$ cat src/rtl/core/assert_macros.svh
// ----------------------------------------------------------------------------
// assert_macros : assertion shorthands for the ramp generator
// Clocked on clk_i and disabled while rst_ni is low.
// ----------------------------------------------------------------------------
`ifndef ASSERT_MACROS_SVH
`define ASSERT_MACROS_SVH

// same-cycle implication
`define FCLR_ASSERT_IMP(lbl, ante, cons, msg) \
  lbl: assert property (@(posedge clk_i) disable iff (!rst_ni) (ante) |-> (cons)) \
    else $error(msg);

// next-cycle implication
`define FCLR_ASSERT_NXT(lbl, ante, cons, msg) \
  lbl: assert property (@(posedge clk_i) disable iff (!rst_ni) (ante) |=> (cons)) \
    else $error(msg);

`endif

$ cat src/rtl/core/fclr_pkg.sv
// ----------------------------------------------------------------------------
// fclr_pkg : shared constants and types of the five channel linear ramp
// Field widths, request and register codes, controller/datapath structs.
// ----------------------------------------------------------------------------
package fclr_pkg;

  localparam int MAX_PARTICLES = 4096;
  localparam int PCOUNT_MAX    = (MAX_PARTICLES < 8191) ? MAX_PARTICLES : 8191;
  localparam int FRAC_BITS     = 16;
  localparam int NCH           = 5;

  localparam int VAL_W    = 32;
  localparam int LVL_W    = 17;
  localparam int DUR_W    = 16;
  localparam int TC_W     = 8;
  localparam int CAP_W    = 13;
  localparam int PLANE_W  = 16;
  localparam int CFG_W    = 16;
  localparam int CFG_IDX_W = 2;
  localparam int CH_W     = 3;

  // retarget difference and its divider
  localparam int DIFF_W    = VAL_W + 1;
  localparam int DIV_CNT_W = $clog2(DIFF_W);

  // report arithmetic widths
  localparam int CNT_PROD_W   = CAP_W + 1 + VAL_W;
  localparam int CNT_SH_W     = CNT_PROD_W - FRAC_BITS;
  localparam int PLANE_SPAN_W = PLANE_W + 1;
  localparam int PLANE_PROD_W = PLANE_SPAN_W + VAL_W;
  localparam int PLANE_SUM_W  = PLANE_PROD_W + 1;
  localparam int PLANE_SH_W   = PLANE_SUM_W - FRAC_BITS;

  // request codes
  localparam logic [1:0] REQ_LOAD     = 2'd0;
  localparam logic [1:0] REQ_RETARGET = 2'd1;
  localparam logic [1:0] REQ_TICK     = 2'd2;

  // register indexes
  localparam logic [CFG_IDX_W-1:0] CFG_SNOW_MODE = 2'd0;
  localparam logic [CFG_IDX_W-1:0] CFG_CAPACITY  = 2'd1;
  localparam logic [CFG_IDX_W-1:0] CFG_NEAR      = 2'd2;
  localparam logic [CFG_IDX_W-1:0] CFG_FAR       = 2'd3;

  // channel numbers
  localparam logic [CH_W-1:0] CH_FIRST     = 3'd0;
  localparam logic [CH_W-1:0] CH_VEL_LAST  = 3'd2;
  localparam logic [CH_W-1:0] CH_INTENSITY = 3'd3;
  localparam logic [CH_W-1:0] CH_OPACITY   = 3'd4;
  localparam logic [CH_W-1:0] CH_LAST      = 3'd4;

  localparam logic [PLANE_W-1:0] NEAR_RESET = 16'hFFFF;
  localparam logic [PLANE_W-1:0] FAR_RESET  = 16'hFE00;

  typedef struct packed {
    logic            capture;
    logic            load;
    logic            div_start;
    logic            div_wr;
    logic            ramp_end;
    logic            tick_dec;
    logic            tick_snap;
    logic            tick_mul;
    logic            tick_add;
    logic            mul_cnt;
    logic            mul_plane;
    logic            out_load;
    logic            acc_wr;
    logic            acc_val;
    logic [CH_W-1:0] ch;
  } cmd_t;

  typedef struct packed {
    logic [1:0] req;
    logic       same;
    logic       dur_zero;
    logic       ticks_zero;
    logic       tc_lt;
    logic       tc_zero;
    logic       snow;
    logic       div_done;
    logic       out_free;
  } sts_t;

endpackage

$ cat src/rtl/core/fclr_ctrl.sv
// ----------------------------------------------------------------------------
// fclr_ctrl : ramp generator sequencer
// Decodes the captured request and walks the channels through the divider
// or the tick multiplier, then runs the report products.
// ----------------------------------------------------------------------------
`include "assert_macros.svh"

module fclr_ctrl import fclr_pkg::*; (
  input  logic clk_i,
  input  logic rst_ni,
  input  logic in_valid_i,
  output logic in_stall_o,
  input  sts_t sts_i,
  output cmd_t cmd_o
);

  localparam logic [3:0] S_IDLE      = 4'd0;
  localparam logic [3:0] S_DECODE    = 4'd1;
  localparam logic [3:0] S_DIV_GO    = 4'd2;
  localparam logic [3:0] S_DIV_WAIT  = 4'd3;
  localparam logic [3:0] S_TICK_MUL  = 4'd4;
  localparam logic [3:0] S_TICK_ADD  = 4'd5;
  localparam logic [3:0] S_MUL_CNT   = 4'd6;
  localparam logic [3:0] S_MUL_PLANE = 4'd7;
  localparam logic [3:0] S_FINISH    = 4'd8;

  logic [3:0]      state_q, state_d;
  logic [CH_W-1:0] ch_q, ch_d;
  logic [CH_W-1:0] ch_last;

  assign ch_last    = sts_i.snow ? CH_LAST : CH_VEL_LAST;
  assign in_stall_o = (state_q != S_IDLE);

  always_comb begin
    cmd_o    = '0;
    cmd_o.ch = ch_q;
    state_d  = state_q;
    ch_d     = ch_q;
    unique case (state_q)
      S_IDLE: begin
        if (in_valid_i) begin
          cmd_o.capture = 1'b1;
          state_d       = S_DECODE;
        end
      end
      S_DECODE: begin
        cmd_o.acc_wr = 1'b1;
        state_d      = S_MUL_CNT;
        unique case (sts_i.req)
          REQ_LOAD: begin
            cmd_o.load    = 1'b1;
            cmd_o.acc_val = 1'b1;
          end
          REQ_RETARGET: begin
            if (!sts_i.dur_zero && !sts_i.same) begin
              cmd_o.acc_val = 1'b1;
              ch_d          = CH_FIRST;
              state_d       = S_DIV_GO;
            end
          end
          REQ_TICK: begin
            if (sts_i.snow && !sts_i.ticks_zero) begin
              cmd_o.acc_val = !sts_i.tc_zero;
              if (sts_i.tc_lt) begin
                cmd_o.tick_dec = 1'b1;
                ch_d           = CH_FIRST;
                state_d        = S_TICK_MUL;
              end else begin
                cmd_o.tick_snap = 1'b1;
              end
            end
          end
          default: ;
        endcase
      end
      S_DIV_GO: begin
        cmd_o.div_start = 1'b1;
        state_d         = S_DIV_WAIT;
      end
      S_DIV_WAIT: begin
        if (sts_i.div_done) begin
          cmd_o.div_wr = 1'b1;
          if (ch_q == ch_last) begin
            cmd_o.ramp_end = 1'b1;
            state_d        = S_MUL_CNT;
          end else begin
            ch_d    = ch_q + 1'b1;
            state_d = S_DIV_GO;
          end
        end
      end
      S_TICK_MUL: begin
        cmd_o.tick_mul = 1'b1;
        state_d        = S_TICK_ADD;
      end
      S_TICK_ADD: begin
        cmd_o.tick_add = 1'b1;
        if (ch_q == CH_LAST) begin
          state_d = S_MUL_CNT;
        end else begin
          ch_d    = ch_q + 1'b1;
          state_d = S_TICK_MUL;
        end
      end
      S_MUL_CNT: begin
        cmd_o.mul_cnt = 1'b1;
        state_d       = S_MUL_PLANE;
      end
      S_MUL_PLANE: begin
        cmd_o.mul_plane = 1'b1;
        state_d         = S_FINISH;
      end
      S_FINISH: begin
        // wait for the output register to free up
        if (sts_i.out_free) begin
          cmd_o.out_load = 1'b1;
          state_d        = S_IDLE;
        end
      end
      default: state_d = S_IDLE;
    endcase
  end

  always_ff @(posedge clk_i or negedge rst_ni) begin
    if (!rst_ni) begin
      state_q <= S_IDLE;
      ch_q    <= CH_FIRST;
    end else begin
      state_q <= state_d;
      ch_q    <= ch_d;
    end
  end

  `FCLR_ASSERT_NXT(a_accept_decode, in_valid_i && !in_stall_o, state_q == S_DECODE,
                   "accepted item not decoded next")
  `FCLR_ASSERT_IMP(a_ch_range, state_q != S_IDLE, ch_q <= CH_LAST,
                   "channel counter out of range")

endmodule

$ cat config.mk
export PLATFORM = sky130hd
export DESIGN_NAME = fclr_ctrl
export DESIGN_NICKNAME = d
export VERILOG_FILES = /design/src/rtl/core/fclr_pkg.sv /design/src/rtl/core/fclr_ctrl.sv
export VERILOG_INCLUDE_DIRS = /design/src /design/src/rtl/core
export SDC_FILE = /design/constraint.sdc
export NUM_CORES = 1
export LEC_CHECK = 0
export ABC_AREA = 1
export ABC_CLOCK_PERIOD_IN_PS = 1300
export BUFFER_PORTS_ARGS = -buffer_cell sky130_fd_sc_hd__buf_2
export CAP_MARGIN = 20
export CORE_MARGIN = 2
export CORE_UTILIZATION = 42
export CTS_CLUSTER_SIZE = 14
export DETAILED_ROUTE_END_ITERATION = 7
export HOLD_SLACK_MARGIN = 0.06
export PLACE_DENSITY_LB_ADDON = 0.08
export SKIP_CTS_REPAIR_TIMING = 1
export SYNTH_ARGS = -nofsm -noshare
export SYNTH_HDL_FRONTEND = slang
export SYNTH_SLANG_ARGS = --single-unit
$ cat constraint.sdc
create_clock -name clk_i -period 1.3 [get_ports clk_i]
set_input_delay 0.13 -clock clk_i [delete_from_list [all_inputs] [get_ports clk_i]]
set_output_delay 0.13 -clock clk_i [all_outputs]
set_load 0.05 [all_outputs]
==> impl_results.md, run 1 <==
* Max clock buf depth at 2
* Clk_lat worst skew at 0.27 ns
* Leak Pwr at just under 0.8 nW
* Design area at ~1500 um^2
* Slew Limit Fails at 0
* Synth cell types at 19
* Fillers at 37
* Crit path max fanout at 5
* Slew of the pin with the lowest slew margin at 0.407 ns
* CTS tree: yes
* Pwr dens at about 2300 nW/um^2
* Core Area at roughly 1600 um^2
* Worst path cell trace: inv_2 > nor2_4 > nand2_4 > inv_8 > nand2_4 > nor3_4 > buf_6
* Reg area at 183 um^2
* Post-Syn Nets at between 100 and 150
* Critical path capture point type: output port
* Crit path required time at between 1 and 1.5 ns
* Failing checks: negative setup slack
* Register area share after synthesis at about 24%
* Number of H-tree levels at 1
* Antenna-violating nets left at 0
* Top FF cell, synth: dfrtp_1
* IO Count at 31
* Worst Setup Start Kind: flip-flop
* Post-Synth Simple-Gate Area at 41.2%
* CTS sink count at 7
* HPWL after detailed placement at 1710 um
* Post-synthesis cell area at roughly 720 um^2
* Final Hold Fails at 0
* Starting DRC count in detailed routing at 72
* Inserted Diodes at 0
* Critical path's top delay family: simple AND/OR/NAND/NOR gates
* R2R Setup Slk at -0.20 ns
* Rows at 14
* Die width at between 40 and 50 um
* Die area at between 2000 and 2500 um^2
* Crit path top cell by count: nand2_4
* Final worst slack at -0.339 ns
* CP arrival at ~1.5 ns
* Final Wtd Congestion at about 0.85
* Compound-gate portion of the synthesized area at 8.84%
* Drt pass-1 iters at 5
* Tmin final at 1.64 ns
* Max stage delay cell, worst path: dfrtp_2
* Area share of fa/ha/maj cells after synthesis at roughly a tenth
* GRT Residual Overflow at 0
* Power Total at roughly 3.4 mW
* Synth warn at 0
* Share of cells above drive strength 1 at 63.7%
* Max stage delay on crit path at ~0.43 ns
* Placed Area at 1150 um^2
* Area grow syn2layout at 107%
* XOR/XNOR Fraction of Synth Area at 1.21%
* # DRC at 0
* Peak supply drop at 0.00170 V
* Final nets at just over 200
* Vias in the first global route at roughly 860
* Synth top area share at 24.3%
* Status: finished with violations
* Via/cell ratio at 5.94
* Skew final at between 0.0015 and 0.002 ns
* First-pass GRT wire length at roughly 3400 um
* Drt wl/cell at 20.2 um
* Worst slack at placement at -0.144 ns
* Dominant cells by area after synthesis: dfrtp_1, inv_1, nand2_1
* Initial antenna violation count at 0
* Area leader, netlist: dfrtp_1
* Post-synthesis mux area share at 0%
* Avg Cell Area, Syn at a little over 6 um^2
* Async SR Flop Fraction at between 90% and 100%
* Largest net degree at the start of global routing at 8
* Worst slew margin at just over 70%
* # setup viols final at 22
* Post-synth EDFFs at 0
* Vias at between 1,000 and 1,500
* Register bit total from synthesis at 7
* Port bufs at 30
* Tot GR Track Use at 21.7%
* CTS Buf Count at 3
* Max Cap Viol at 0
* Post-layout util at a little over nine tenths
* Fmax achieved at 610 MHz
* Clock-pin slew on the worst setup and hold paths at 0.06 ns
* DIE HEIGHT at about 45 um
* Initial Utilization at between 40 and 50%
* Crit path buf inv count at 3
* RSZ-0062 raised after global routing: yes
* Area occupied by multi-input gates at about 640 um^2
* Fin crit share at 126%
* Worst setup path category: flip-flop to output port
* HP Class: primary input to async pin
* Routed wire length at approximately 4000 um
* Post-synth top cells: inv_1, nand2_1, nor2_1
* Clk root buf: clkbuf_4
* Synthesized instance count at around 120
* Main combinational cell family by area after synthesis: simple AND/OR/NAND/NOR gates
[layout by cell type (no fill, tap or decap), drive strengths merged, types with 3 or more instances in the layout]
cell / count
buf: 60
ha: 6
nand4: 4
inv: 27
nor2: 19
nor3: 7
nand3: 8
nand2: 27
dfrtp: 7
a21oi: 5
clkbuf: 4
o21ai: 3
[stage by stage]
step / TNS, ns / hold slack, ns / instances
2_1_floorplan: -1.59 / -0.166 / 117
3_3_place_gp: -0.549 / -0.0337 / 185
3_5_place_dp: -0.926 / -0.0335 / 185
4_1_cts: -4.57 / -0.289 / 189
5_1_grt: -5.56 / 0.250 / 198
6_report: -5.05 / 0.227 / 198
[logic make-up after synthesis]
group,count (synthesis)
AND/OR/NAND/NOR,65
adder cells (fa/ha/maj),6
flip-flops,7
buffers and inverters,27
XOR/XNOR,1
AO/OA/AOI/OAI,11
[power breakdown]
part	switching (mW)	leakage [nW]	internal [mW]
Combinational	1.65	0.677	1.09
Sequential	0.136	0.0832	0.305
Clock	0.107	0.0150	0.119
[sequential cells by signal (all words and copies together) (netlist names)]
name and flops:
state_q 4, ch_q 3
[per-layer routing]
layer / GRT usage, % / part of all wire [%] / up-vias / routed length, um
met5: 0 / 0 / - / 0
met4: 3.53 / 5.5 / 0 / 220
met3: 2.38 / 9.1 / 28 / 365
met2: 40.0 / 51 / 104 / 2050
met1: 27.1 / 34 / 545 / 1360
li1: - / - / 499 / -
[layout make-up]
class | count | area share (%)
clock buffers | 4 | 1.76
well taps | 16 | 1.34
multi-input cells | 83 | 42.9
inverters | 27 | 7.45
flip-flops and latches | 7 | 12.2
repair buffers | 61 | 34.3
[worst paths after layout]
path                                              from                      to  cells past startpoint
min in group clk_i                            sts_i[1]  state_q[0]$_DFFE_PN0P_                      4
max in group asynchronous                       rst_ni  state_q[3]$_DFFE_PN0P_                      2
worst max-delay path            state_q[0]$_DFFE_PN0P_               cmd_o[11]                      7
worst min register to register  state_q[0]$_DFFE_PN0P_  state_q[0]$_DFFE_PN0P_                      1
worst max register to register  state_q[0]$_DFFE_PN0P_  state_q[0]$_DFFE_PN0P_                      8
worst min-delay path                            rst_ni  state_q[1]$_DFFE_PN0P_                      2
Note: power is estimated with default switching activity, not from simulation.
==> inputs of run 2 (changes only) <==
--- a/config.mk
+++ b/config.mk
@@ -11,7 +11,8 @@
 export BUFFER_PORTS_ARGS = -buffer_cell sky130_fd_sc_hd__buf_2
 export CAP_MARGIN = 20
 export CORE_MARGIN = 2
-export CORE_UTILIZATION = 42
+export CORE_UTILIZATION = 44
+export CTS_BUF_LIST = sky130_fd_sc_hd__clkbuf_4
 export CTS_CLUSTER_SIZE = 14
 export DETAILED_ROUTE_END_ITERATION = 7
 export HOLD_SLACK_MARGIN = 0.06
==> run 2 against run 1 <==
The flow now stops in global routing; synthesized area unchanged; synthesized cell count unchanged.
==> impl_results.md, run 2 <==
* Status: aborted with a tool error
* Failing step: global routing
* Stop err: [ERROR DPL-0033] detailed placement checks failed during check placement.
* GRT repair_timing worst endpoint: cmd_o[11]
* Async SR Flop Fraction at 100%
* Initial Utilization at between 40% and 50%
* Post-synthesis cell area at just over 700 um^2
* Synth top area share at between 20% and 30%
* Initial antenna violation count at 0
* Final Wtd Congestion at slightly above 0.8
* Number of H-tree levels at 1
* Clk root buf: clkbuf_4
* Synthesized instance count at around 120
* HPWL after detailed placement at 1770 um
* Post-Syn Nets at between 100 and 150
* Max clock buf depth at 2
* Synth warn at 0
* Register bit total from synthesis at 7
* CTS Buf Count at 3
* Die width at ~45 um
* IO Count at 31
* Post-synth EDFFs at 0
* Top FF cell, synth: dfrtp_1
* Synth cell types at 19
* Worst ep type: top-level output
* DIE HEIGHT at 44.5 um
* Register area share after synthesis at between 20% and 30%
* Rows at 14
* Largest net degree at the start of global routing at 8
* Avg Cell Area, Syn at ~6 um^2
* Area leader, netlist: dfrtp_1
* CTS sink count at 7
* Post-synth top cells: inv_1, nand2_1, nor2_1
* Worst slack at placement at -0.152 ns
* Dominant cells by area after synthesis: dfrtp_1, inv_1, nand2_1
* Port bufs at 30
run 2: cell counts after synthesis:
No cell type changed its count.
run 2: through the flow:
step	cells	instance area, um^2	TNS [ns]	hold slack [ns]
global placement	186	1160	-0.566	-0.0339
floorplan	117	820	-1.59	-0.166
CTS	190	1190	-4.51	-0.297
detailed placement	186	1160	-0.866	-0.0330
run 2: cell families after synthesis:
kind of cell / after synthesis / share of synthesized area, %
XOR/XNOR: 1 / 1.21
AND/OR/NAND/NOR: 65 / 41.2
adder cells (fa/ha/maj): 6 / 10.4
AO/OA/AOI/OAI: 11 / 8.84
flip-flops: 7 / 24.3
buffers and inverters: 27 / 14.0
==> inputs of run 3 (changes only) <==
--- a/config.mk
+++ b/config.mk
@@ -7,16 +7,13 @@
 export NUM_CORES = 1
 export LEC_CHECK = 0
 export ABC_AREA = 1
-export ABC_CLOCK_PERIOD_IN_PS = 1300
+export ABC_CLOCK_PERIOD_IN_PS = 1700
 export BUFFER_PORTS_ARGS = -buffer_cell sky130_fd_sc_hd__buf_2
 export CAP_MARGIN = 20
-export CORE_MARGIN = 2
-export CORE_UTILIZATION = 44
-export CTS_BUF_LIST = sky130_fd_sc_hd__clkbuf_4
-export CTS_CLUSTER_SIZE = 14
+export CORE_AREA = 2 2 63 65
 export DETAILED_ROUTE_END_ITERATION = 7
-export HOLD_SLACK_MARGIN = 0.06
-export PLACE_DENSITY_LB_ADDON = 0.08
+export DIE_AREA = 0 0 65 67
+export PLACE_DENSITY_LB_ADDON = 0.15
 export SKIP_CTS_REPAIR_TIMING = 1
 export SYNTH_ARGS = -nofsm -noshare
 export SYNTH_HDL_FRONTEND = slang
==> constraint.sdc (replaced) <==
create_clock -name clk_i -period 1.7 [get_ports clk_i]
set_input_delay 0.17 -clock clk_i [delete_from_list [all_inputs] [get_ports clk_i]]
set_output_delay 0.17 -clock clk_i [all_outputs]
set_load 0.05 [all_outputs]
==> run 3 against run 2 <==
The flow now finishes without violations.
==> impl_results.md, run 3 (synthesis gave the netlist of run 1 again) <==
* Slew of the pin with the lowest slew margin at 0.367 ns
* Placed Area at about 960 um^2
* Critical path capture point type: output port
* Most common cell after layout, fill and taps aside: buf_2
* Peak supply drop at 0.000567 V
* Vias in the first global route at approximately 740
* DR top layer: met3
* Die width at between 60 and 70 um
* Max stage delay on crit path at 0.41 ns
* Drt pass-1 iters at 4
* # DRC at 0
* Status: finished, final reports clean
* Met3 WL at 106 um
* Pwr dens at ~1600 nW/um^2
* Final Hold Fails at 0
* Fin crit share at 99.3%
* Inserted Diodes at 0
* Initial antenna violation count at 0
* Number of H-tree levels at 1
* First-pass GRT wire length at approximately 3200 um
* Final nets at ~170
* WL met1 at 950 um
* Max Cap Viol at 0
* Clk_lat worst skew at 0.22 ns
* Skew final at around 0.00045 ns
* Worst setup path category: flip-flop to output port
* Clock-pin slew on the worst setup and hold paths at ~0.040 ns
* CTS tree: yes
* Core Area at 3610 um^2
* Fmax achieved at about 590 MHz
* CTS Buf Count at 3
* Max clock buf depth at 2
* # setup viols final at 0
* Share of cells above drive strength 1 at around a third
* Final Wtd Congestion at 0.828
* Worst slew margin at around 75%
* Port bufs at 30
* Drt wl/cell at just under 10 um
* Max stage delay cell, worst path: dfrtp_1
* Crit path buf inv count at 2
* Critical path's top delay family: simple AND/OR/NAND/NOR gates
* Crit path max fanout at 5
* Top reg by flops: state_q
* Worst path cell trace: nor2_2 > nand2_2 > inv_2 > nand2_1 > nor3_2 > clkbuf_4
* Tmin final at about 1.7 ns
* Biggest regs: state_q x4, ch_q x3
* Most frequent cells in the layout: buf_2, inv_1, nand2_1
* Rows at 22
* Wire length on met2 at roughly 900 um
* IO Count at 31
* Starting DRC count in detailed routing at 31
* Worst slack at placement at 0.140 ns
* GRT Residual Overflow at 0
* Slew Limit Fails at 0
* Via/cell ratio at 4.13
* RSZ-0062 raised after global routing: yes
* CP arrival at 1.52 ns
* CTS sink count at 7
* Die area at ~4400 um^2
* Leak Pwr at about 0.58 nW
* Largest net degree at the start of global routing at 8
* Fillers at approximately 410
* DIE HEIGHT at 67 um
* Antenna-violating nets left at 0
* Area grow syn2layout at 43.2%
* Worst Setup Start Kind: flip-flop
* Initial Utilization at approximately 20%
* Clk root buf: clkbuf_8
* Design area at between 1000 and 1500 um^2
* Tot GR Track Use at under 10%
* Routed wire length at 1950 um
* Crit path required time at between 1.5 and 2 ns
* HP Class: primary input to flip-flop
* Largest register FFs at 4
* HPWL after detailed placement at 1680 um
* Vias at ~830
* Final worst slack at ~0.012 ns
-- run 3: final cells by class --
| type | count | area (um^2) | area share [%] |
|---|---|---|---|
| repair buffers | 31 | 171 | 16.6 |
| multi-input cells | 83 | 479 | 46.4 |
| flip-flops and latches | 7 | 176 | 17.1 |
| well taps | 48 | 60.1 | 5.81 |
| clock buffers | 4 | 45.0 | 4.36 |
| inverters | 27 | 101 | 9.81 |
-- run 3: metal layers --
layer  GRT usage [%]  vias up
li1                -      435
met1            12.9      374
met2            14.4       17
met3            3.89        0
met4           0.798        0
met5               0        -
-- run 3: metrics by stage --
| step | utilization [%] | setup TNS (ns) | cells | power, mW | hold slack (ns) |
|---|---|---|---|---|---|
| after floorplan | - | -0.197 | 117 | 1.11 | -0.126 |
| after global placement | 26.5 | 0 | 195 | 1.36 | 0.0148 |
| after detailed placement | 26.5 | 0 | 195 | 1.35 | 0.0161 |
| after CTS | 27.8 | -0.105 | 199 | 1.59 | -0.225 |
| after global routing | 28.7 | -0.318 | 200 | 1.75 | 0.285 |
| final | 28.7 | 0 | 200 | 1.61 | 0.248 |
-- run 3: report_power, final --
group | leakage (nW) | switching, mW | internal, mW
Sequential | 0.0907 | 0.0829 | 0.227
Clock | 0.0228 | 0.0698 | 0.162
Combinational | 0.463 | 0.791 | 0.275
Total | 0.577 | 0.944 | 0.664
-- run 3: final timing paths --
check                      cells after the start                   start  slack [ns]                     end
max                                            6  state_q[3]$_DFFE_PN0P_        0.01               cmd_o[11]
min                                            4                sts_i[0]        0.25  state_q[3]$_DFFE_PN0P_
max reg2reg                                   10     ch_q[0]$_DFFE_PN0P_        0.23     ch_q[2]$_DFFE_PN0P_
min reg2reg                                    1  state_q[0]$_DFFE_PN0P_        0.55  state_q[0]$_DFFE_PN0P_
max in group asynchronous                      2                  rst_ni        1.21  state_q[0]$_DFFE_PN0P_
min in group asynchronous                      2                  rst_ni        0.31     ch_q[2]$_DFFE_PN0P_
-- run 3: tightest hold or removal path, cell delays in order --
cell and delay (ns):
buf_2 0.09, nor2_1 0.04, inv_1 0.06, o21ai_0 0.07
